--- config.mk ---
export PLATFORM = sky130hd
export DESIGN_NAME = bcs_sum_mem
export DESIGN_NICKNAME = d
export VERILOG_FILES = /design/src/hw/rtl/bcs_pkg.sv /design/src/hw/rtl/bcs_sum_mem.sv
export SDC_FILE = /design/constraint.sdc
export NUM_CORES = 1
export LEC_CHECK = 0
export BUFFER_PORTS_ARGS = -buffer_cell sky130_fd_sc_hd__clkbuf_2
export CAP_MARGIN = 10
export CORE_UTILIZATION = 40
export CTS_CLUSTER_SIZE = 24
export DETAILED_ROUTE_END_ITERATION = 10
export MAX_ROUTING_LAYER = met4
export PLACE_DENSITY = 0.52
export SLEW_MARGIN = 25
export SYNTH_ARGS = -nofsm -noshare
export SYNTH_HDL_FRONTEND = slang
export SYNTH_SLANG_ARGS = --single-unit
--- constraint.sdc ---
create_clock -name clk -period 6.5 [get_ports clk]
set_input_delay 1.3 -clock clk [delete_from_list [all_inputs] [get_ports clk]]
set_output_delay 1.3 -clock clk [all_outputs]
set_load 0.05 [all_outputs]
--- src/hw/rtl/bcs_pkg.sv ---
// ----------------------------------------------------------------------------
// bcs_pkg
// Shared constants and codes for the best and second center search.
// ----------------------------------------------------------------------------
`default_nettype none

package bcs_pkg;

  // Defaults for the top-level parameters
  localparam int DEF_MAX_CENTERS   = 16;
  localparam int DEF_MAX_DIMENSION = 64;
  localparam int DEF_COORD_WIDTH   = 16;

  // Squared-distance arithmetic
  localparam int DIFF_W = 20;
  localparam int DIST_W = 2 * DIFF_W;
  localparam logic [DIFF_W-1:0] DIFF_LIMIT = '1;
  localparam logic [DIST_W-1:0] DIST_MAX   = '1;

  // Item opcodes
  typedef enum logic {
    OP_LOAD  = 1'b0,
    OP_QUERY = 1'b1
  } opcode_t;

  // Configuration register indexes
  localparam int CFG_IDX_W = 1;
  typedef enum logic [CFG_IDX_W-1:0] {
    CFG_CENTER_COUNT = 1'b0,
    CFG_DIMENSION    = 1'b1
  } cfg_index_t;

endpackage

`default_nettype wire

--- src/hw/rtl/bcs_sum_mem.sv ---
// ----------------------------------------------------------------------------
// bcs_sum_mem
// Running distance sums, one per centre, with per-entry valid bits.
// An entry not written since the last clear reads as zero.
// ----------------------------------------------------------------------------
`default_nettype none

module bcs_sum_mem import bcs_pkg::*; #(
  parameter int MAX_CENTERS = DEF_MAX_CENTERS,
  localparam int CIW = $clog2(MAX_CENTERS)
) (
  input  logic              clk,
  input  logic              rst,
  input  logic              clr,
  input  logic              wr_en,
  input  logic [CIW-1:0]    wr_addr,
  input  logic [DIST_W-1:0] wr_data,
  input  logic [CIW-1:0]    rd_addr,
  output logic [DIST_W-1:0] rd_data
);

  logic [DIST_W-1:0]      mem [MAX_CENTERS];
  logic [MAX_CENTERS-1:0] valid;
  logic [DIST_W-1:0]      rd_raw;
  logic                   rd_valid;

  always_ff @(posedge clk) begin
    if (wr_en) begin
      mem[wr_addr] <= wr_data;
    end
    rd_raw <= mem[rd_addr];
  end

  always_ff @(posedge clk) begin
    if (rst) begin
      valid    <= '0;
      rd_valid <= 1'b0;
    end else begin
      rd_valid <= valid[rd_addr];
      if (clr) begin
        valid <= '0;
      end else if (wr_en) begin
        valid[wr_addr] <= 1'b1;
      end
    end
  end

  assign rd_data = rd_valid ? rd_raw : '0;

endmodule

`default_nettype wire

==> key figures <==
Routing
  • Antenna viol nets, final: 0
  • Routed len/inst: 27.60 µm
  • Total wire length: 59.09 mm
  • Via/cell ratio: 5.519
  • DR pass1 iterations: 5
  • Detailed Route Iter0 Violations: 1,103
  • Drt drc: 0
  • Vias post-DR: 11,820

Critical path
  • R2R depth: 3
  • CP endpoint kind: output pin
  • R2R Path Start: mem[8][26]$_DFFE_PP_
  • Worst r2r dst: rd_raw[26]$_DFF_P_
  • Maximum fanout along the worst path: 31
  • Required time worst endpoint: 5.20 ns
  • Worst EP arrival: 2.12 ns
  • Type of origin of the critical path: flip-flop
  • R2R Setup Slk: 4.99 ns
  • Crit path kind: flip-flop to output pin

Synth
  • Most numerous cell in the Yosys netlist: edfxtp_1
  • Cells after synthesis: 1,095
  • Sequential area share after synthesis: 79.30%
  • Most common flop cell mapped by yosys: edfxtp_1
  • Syn_nets: 1,147
  • Top post-synthesis cells by count: edfxtp_1, mux4_2, dfxtp_1
  • Ys async rst share: 0%
  • Seq cells post-synth: 697
  • Synth cell types: 27
  • EDFF count, synth: 640
  • Syn Area/Cell: 23.45 µm²
  • Yosys top cell by area: edfxtp_1
  • Synth Warn #: 0
  • Netlist Area Pre-Place: 0.02567 mm²
  • Share of the synthesized area in the top cell type: 74.86%
  • Top cells by area, synth: edfxtp_1, mux4_2, dfxtp_1, a221o_1, a22o_1

Placement
  • Detailed Place HPWL: 27.27 mm
  • IO buf count: 91
  • Routability-driven placement congestion ratio: 0.6637

Run status
  • Status: completed

Final layout
  • Layout area overhead: 15.95%
  • Fin nets: 1,282
  • Layout cells sized above 1: 31.81%

Floorplanning
  • Total core area: 0.06320 mm²
  • # rows: 92
  • IO Pins: 92
  • Initial Util: 40.63%
  • Die Width: 255.3 µm
  • Die ar.: 0.06520 mm²
  • Die H: 255.3 µm

Timing
  • Fmax: 292.0 MHz
  • Setup TNS: 0 ns
  • Final period util: 52.68%
  • Hold Fails Final Rpt: 0
  • Rel. slew slack: 24.41%
  • Final Max Slew Viols: 0
  • Finish-stage setup viols: 0
  • Clk_skew: 0.01692 ns
  • RSZ-0062 raised after global routing: no
  • Worst Tran Pin Value: 1.131 ns
  • Final Critical Period: 3.424 ns

Min path
  • Hold Path Depth: 1
  • Hold_sp: valid[4]$_SDFFE_PP0P_
  • Hold Crit Endpoint: valid[4]$_SDFFE_PP0P_
  • Worst min path class: flip-flop to flip-flop

Clock network
  • # hold bufs at CTS: 0
  • Total clock buffers created by CTS: 75
  • Post-cts gate resize count: 0
  • Clock root buffer: clkbuf_16
  • Setup Buffers After CTS: 0
  • Clk_lat worst skew: 0.60 ns
  • Htree depth: 3
  • CTS tree: yes
  • Reg clk slew, reported paths: 0.06 ns
  • Bufs on Longest Clock Path: 3
  • Clock sinks: 697

Run
  • Max cap viols: 0

Global routing
  • Tot GR Track Use: 18.91%
  • Initial antenna violation count: 4
  • First-pass GRT wire length: 86.31 mm
  • Largest net degree at the start of global routing: 87
  • Gr ovfl total: 0
  • Vias in the first global route: 12,550

Power
  • Total power: 0.009791 W
  • Pwr/cell area: 328.9 mW/mm²
  • Pleak: 9.592 nW
  • Worst VDD drop: 0.1889 mV
state kept, by name, summed over array words and instances (netlist names):
register	count
mem	640
rd_raw	40
rd_valid	1
valid	16
logic make-up after synthesis:
kind of cell,count (synthesis),share of synthesized area [%]
simple gates,71,1.550
mux,166,14.37
flops,697,79.30
compound gates,100,3.509
buf+inv,61,1.267
critical path: stages, from the launching register on:
cell and delay, ns:
dfxtp_2 0.53, buf_4 0.42, and2_1 0.26, clkbuf_2 0.30
per-layer routing:
layer / GRT usage (%) / part of all wire (%) / vias to the layer above
met5: - / 0 / -
met3: 3.075 / 5.2 / 70
li1: - / - / 4967
met4: 5.254 / 1.7 / 0
met1: 26.40 / 45 / 6453
met2: 28.85 / 48 / 326
layout by cell type, fill, tap and decap left out, types with 2 or more instances in the layout:
cell	count
a221o_1	40
bufinv_16	9
clkbuf_2	89
nor2_4	14
and2_1	40
a22o_1	40
dfxtp_1	56
buf_4	24
clkinv_1	13
mux2i_1	3
clkbuf_8	6
nand3_1	3
buf_12	2
nand3b_1	2
nor3_2	4
mux4_2	162
nand2_1	2
nand2b_1	2
diode_2	3
clkbuf_1	19
o21a_1	16
inv_6	6
edfxtp_1	640
clkinv_2	8
clkbuf_16	76
worst max path at each step:
stage,from,end,slack (ns),cells past startpoint
6_report,rd_valid$_SDFF_PP0_,rd_data[5],3.08,3
5_1_grt,rd_valid$_SDFF_PP0_,rd_data[5],2.96,3
4_1_cts,rd_valid$_SDFF_PP0_,rd_data[5],2.95,3
3_5_place_dp,rd_addr[0],rd_raw[21]$_DFF_P_,2.68,5
3_3_place_gp,rd_addr[0],rd_raw[21]$_DFF_P_,2.69,5
2_1_floorplan,wr_addr[2],mem[0][0]$_DFFE_PP_,1.41,2
layout make-up:
| class | count | area (µm²) |
|---|---|---|
| antenna | 3 | 7.507 |
| inverter | 1 | 3.754 |
| fill | 5180 | 33430 |
| clock buffer | 101 | 2056 |
| multi-input combinational | 337 | 5126 |
| sequential | 697 | 20360 |
| tap | 846 | 1059 |
| timing repair buffer | 118 | 719.4 |
| clock inverter | 38 | 436.7 |
metrics by stage:
stage / util (%) / cells / worst slack (ns) / hold WS (ns) / area [µm²]
detailed placement: 43.15 / 1999 / 2.679 / 0.4497 / 27270
floorplan: - / 1095 / 1.405 / 0.4352 / 25670
CTS: 47.09 / 2138 / 2.954 / 0.4638 / 29760
global placement: 43.10 / 1998 / 2.694 / 0.4413 / 27240
finish: 47.11 / 2141 / 3.076 / 0.4614 / 29770
global route: 47.11 / 2141 / 2.961 / 0.4762 / 29770
where the power goes:
group,switching (W),total (W),internal [W]
clock,0.00170,0.00429,0.00259
sequential,0.0000295,0.00504,0.00501
combinational,0.000281,0.000461,0.000180
total,0.00202,0.00979,0.00778
Power figures use the tool's default switching activity.
