**config.mk**
```make
export PLATFORM = sky130hd
export DESIGN_NAME = bcs_dist_unit
export DESIGN_NICKNAME = d
export VERILOG_FILES = /design/src/hw/rtl/bcs_pkg.sv /design/src/hw/rtl/bcs_dist_unit.sv
export SDC_FILE = /design/constraint.sdc
export NUM_CORES = 1
export LEC_CHECK = 0
export BUFFER_PORTS_ARGS = -buffer_cell sky130_fd_sc_hd__buf_4
export CAP_MARGIN = 30
export CORE_MARGIN = 1
export CORE_UTILIZATION = 45
export DETAILED_ROUTE_END_ITERATION = 10
export GPL_ROUTABILITY_DRIVEN = 0
export PLACE_DENSITY_LB_ADDON = 0.1
export SLEW_MARGIN = 0
export SYNTH_ARGS = -nofsm -noshare
export SYNTH_HDL_FRONTEND = slang
export SYNTH_SLANG_ARGS = --single-unit
```
**constraint.sdc**
```tcl
create_clock -name clk -period 14.8 [get_ports clk]
set_clock_uncertainty 0.1 [all_clocks]
set_input_delay 2.96 -clock clk [delete_from_list [all_inputs] [get_ports clk]]
set_output_delay 2.96 -clock clk [all_outputs]
set_load 0.1 [all_outputs]
```
**src/hw/rtl/bcs_pkg.sv**
```systemverilog
// ----------------------------------------------------------------------------
// bcs_pkg
// Shared constants and codes for the best and second center search.
// ----------------------------------------------------------------------------
`default_nettype none

package bcs_pkg;

  // Defaults for the top-level parameters
  localparam int DEF_MAX_CENTERS   = 16;
  localparam int DEF_MAX_DIMENSION = 64;
  localparam int DEF_COORD_WIDTH   = 16;

  // Squared-distance arithmetic
  localparam int DIFF_W = 20;
  localparam int DIST_W = 2 * DIFF_W;
  localparam logic [DIFF_W-1:0] DIFF_LIMIT = '1;
  localparam logic [DIST_W-1:0] DIST_MAX   = '1;

  // Item opcodes
  typedef enum logic {
    OP_LOAD  = 1'b0,
    OP_QUERY = 1'b1
  } opcode_t;

  // Configuration register indexes
  localparam int CFG_IDX_W = 1;
  typedef enum logic [CFG_IDX_W-1:0] {
    CFG_CENTER_COUNT = 1'b0,
    CFG_DIMENSION    = 1'b1
  } cfg_index_t;

endpackage

`default_nettype wire

```
**src/hw/rtl/bcs_dist_unit.sv**
```systemverilog
// ----------------------------------------------------------------------------
// bcs_dist_unit
// Shared squared-difference unit: square, then saturating accumulate.
// Two register stages; the write-back leaves after the first.
// ----------------------------------------------------------------------------
`default_nettype none

module bcs_dist_unit import bcs_pkg::*; #(
  parameter int MAX_CENTERS = DEF_MAX_CENTERS,
  parameter int COORD_WIDTH = DEF_COORD_WIDTH,
  localparam int CIW = $clog2(MAX_CENTERS),
  localparam int MW  = (COORD_WIDTH + 1 > DIFF_W) ? COORD_WIDTH + 1 : DIFF_W
) (
  input  logic                          clk,
  input  logic                          rst,
  input  logic                          in_v,
  input  logic [CIW-1:0]                in_idx,
  input  logic signed [COORD_WIDTH-1:0] x,
  input  logic signed [COORD_WIDTH-1:0] c,
  input  logic [DIST_W-1:0]             sum_in,
  output logic                          wb_en,
  output logic [CIW-1:0]                wb_idx,
  output logic [DIST_W-1:0]             wb_sum,
  output logic                          res_v,
  output logic [CIW-1:0]                res_idx,
  output logic [DIST_W-1:0]             res_sum,
  output logic                          busy
);

  logic [COORD_WIDTH:0] diff;
  logic [COORD_WIDTH:0] mag;
  logic [DIFF_W-1:0]    mag_n;
  logic                 over;
  logic [DIST_W-1:0]    sq;

  logic                 v2;
  logic [CIW-1:0]       idx2;
  logic [DIST_W-1:0]    sq2;
  logic                 over2;
  logic [DIST_W-1:0]    sum2;
  logic [DIST_W:0]      total;

  assign diff  = {x[COORD_WIDTH-1], x} - {c[COORD_WIDTH-1], c};
  assign mag   = diff[COORD_WIDTH] ? (~diff + 1'b1) : diff;
  assign over  = MW'(mag) > MW'(DIFF_LIMIT);
  assign mag_n = DIFF_W'(mag);

  always_comb begin
    sq = mag_n * mag_n;
  end

  always_ff @(posedge clk) begin
    if (rst) begin
      v2    <= 1'b0;
      res_v <= 1'b0;
    end else begin
      v2    <= in_v;
      res_v <= v2;
    end
    idx2    <= in_idx;
    sq2     <= sq;
    over2   <= over;
    sum2    <= sum_in;
    res_idx <= idx2;
    res_sum <= wb_sum;
  end

  // saturate when the sum would reach the ceiling or the difference is over the limit
  assign total  = {1'b0, sum2} + {1'b0, sq2};
  assign wb_sum = (over2 || total >= {1'b0, DIST_MAX}) ? DIST_MAX : total[DIST_W-1:0];
  assign wb_en  = v2;
  assign wb_idx = idx2;
  assign busy   = v2 || res_v;

endmodule

`default_nettype wire

```
==> impl_metrics.env <==
export IMPL_status="finished clean"
export IMPL_cts_hold_buffers=0
export IMPL_grt_max_degree=29
export IMPL_slowest_delay_ns=0.54
export IMPL_grt_overflow_total=0
export IMPL_multi_input_area_mm2=0.00989
export IMPL_start_util_pct=45.8
export IMPL_drv_cap=0
export IMPL_postRouteAntennaNets=0
export IMPL_drt_wirelength_per_cell_um=14.5
export IMPL_hp_class="reg2reg"
export IMPL_drt_iter0_drc=366
export IMPL_synth_commonest_cells="inv_1, fa_1, ha_1"
export IMPL_post_cts_resized=0
export IMPL_clock_latency_ns=0.41
export IMPL_layout_min_cycle_time_ns=11.98
export IMPL_die_h_um=176
export IMPL_gr_usage_met3_pct=1.95
export IMPL_cts_htree_levels=4
export IMPL_synth_distinct_cells=68
export IMPL_drc=0
export IMPL_setup_slack_ns=2.82
export IMPL_io_pins=170
export IMPL_first_global_vias=10700
export IMPL_yosys_area_top_type_share_pct=28.4
export IMPL_grt_met1_usage_pct=28.3
export IMPL_grtUsageTotal_pct=20.6
export IMPL_synth_area_leaders="fa_1, dfxtp_1, ha_1"
export IMPL_cp_slowest_cell="o21ai_1"
export IMPL_cp_max_fo=14
export IMPL_num_vias=10300
export IMPL_numPortBuffers=169
export IMPL_tritoncts="yes"
export IMPL_nNetsFinal=2109
export IMPL_grt_first_pass_wirelength_um=51100
export IMPL_clock_path_buffers=2
export IMPL_finalSetupViolCount=0
export IMPL_async_reset_ff_share_pct=0
export IMPL_die_w_um=176
export IMPL_cp_required_ns=15.04
export IMPL_synth_edf_count=0
export IMPL_dieArea_mm2=0.0309
export IMPL_synth_avg_cell_area_um2=9.06
export IMPL_fin_crit_sh_pct=80.9
export IMPL_ys_flop_type="dfxtp_1"
export IMPL_critPathCaptureType="flop"
export IMPL_cp_start_kind="input port"
export IMPL_synthesis_area_mm2=0.0136
export IMPL_fmax_mhz=83.5
export IMPL_nFillCells=2770
export IMPL_finalSetupTns_ns=0
export IMPL_layout_drive_gt1_share_pct=13.5
export IMPL_register_area_mm2=0.00246
export IMPL_syn_inst=1502
export IMPL_dpl_worst_slack_ns=2.37
export IMPL_rsz0062_at_grt="false"
export IMPL_yosys_area_top_type="fa_1"
export IMPL_crit_type="in2reg"
export IMPL_ys_seq_area_share_pct=18.1
export IMPL_dr_pass1_iters=5
export IMPL_cpMostUsedCell="fa_1"
export IMPL_clk_pin_slew_ns=0.06
export IMPL_numCtsBuffers=17
export IMPL_diodes=0
export IMPL_num_rows=63
export IMPL_clock_sinks=123
export IMPL_cts_setup_buffers=0
export IMPL_top_usage_layer="met2"
export IMPL_grt_use_met2_pct=34.8
export IMPL_ys_warn_count=0
export IMPL_via_per_inst=4.94
export IMPL_yosysMostFrequentCell="inv_1"
export IMPL_cts_root_buf="clkbuf_16"
export IMPL_area_delta_synth_final_pct=17.2
export IMPL_crit_family="adder cells"
export IMPL_fp_coreArea_mm2=0.0297
export IMPL_hold_viol=0
export IMPL_antenna_found_initial=0
export IMPL_worst_slew_pin_slew_ns=0.935
export IMPL_ys_ff_latch=123
export IMPL_dpl_hpwl_um=25200
export IMPL_slew_viol_final=0
export IMPL_crit_arrival_ns=12.22
export IMPL_relSlewSlack_pct=37.4
export IMPL_wl_um=30200
export IMPL_crit_buf_inv=5
## state kept, by name (all words and copies together) (netlist names)
| name | count |
|---|---|
| res_sum | 40 |
| sq2 | 33 |
| wb_en | 1 |
| wb_idx | 4 |
| sum2 | 40 |
| res_idx | 4 |
| res_v | 1 |
## logic make-up (layout without fill, tap and decap cells)
kind of cell    count (synthesis)  after routing  share of synthesized area (%)
flops                         123            123                           18.1
mux                             2              2                          0.147
fa+ha+maj                     349            349                           42.8
xor+xnor                       88             88                           5.89
simple gates                  370            370                           12.8
compound gates                230            230                           10.8
buf+inv                       338            520                           9.44
other cells                     2             11                         0.0552
## routing by layer
metal | vias up | wire (um) | share of wire (%)
met1 | 4858 | 14400 | 48
met2 | 287 | 13900 | 46
met4 | 0 | 307 | 1.0
met5 | - | 0 | 0
li1 | 5121 | - | -
met3 | 23 | 1600 | 5.3
## final cells by class
| cell class | count | area share, % |
|---|---|---|
| inverters | 312 | 7.34 |
| flip-flops and latches | 123 | 15.4 |
| repair buffers | 177 | 8.33 |
| multi-input cells | 1050 | 62.0 |
| clock buffers | 18 | 2.75 |
| clock inverters | 13 | 1.05 |
| well taps | 390 | 3.06 |
## worst paths after layout
| check | startpoint | to | slack [ns] | cells after the start |
|---|---|---|---|---|
| worst max register to register | sq2[0]$_DFF_P_ | res_sum[13]$_DFF_P_ | 11.12 | 12 |
| worst max-delay path | c[0] | sq2[25]$_DFF_P_ | 2.82 | 32 |
| worst min-delay path | wb_idx[1]$_DFF_P_ | res_idx[1]$_DFF_P_ | 0.25 | 0 |
| worst min register to register | wb_idx[1]$_DFF_P_ | res_idx[1]$_DFF_P_ | 0.25 | 0 |
## worst register-to-register path, delay by kind of cell (launching register included)
family                     cells  cell delay (ns)
adders and majority gates      2             0.45
DFF                            1             0.31
AOI/OAI and AO/OA              9             2.29
buffers and inverters          1             0.36
## cell usage in the layout (no fill, tap or decap), types with 17 or more instances in the layout
cell type	count
nor2b_1	17
nand2_1	141
xor2_1	29
dfxtp_1	123
nor2_1	100
buf_4	177
a21oi_1	73
xnor2_1	55
ha_1	156
fa_1	193
o21a_1	18
nand2b_1	25
clkbuf_16	17
a21o_1	28
o21ai_0	42
inv_1	306
## metrics by stage
stage	util, %	cells	hold WS (ns)	instance area (um^2)
after floorplan	-	1511	0.750	13600
after global placement	51.6	2050	0.237	15300
after detailed placement	51.6	2051	0.236	15300
after CTS	53.6	2082	0.249	15900
after global routing	53.7	2083	0.251	15900
final	53.7	2083	0.247	15900
Power is not shown: default switching activity piles up to over one toggle a cycle in this logic, so the estimate is an artifact.
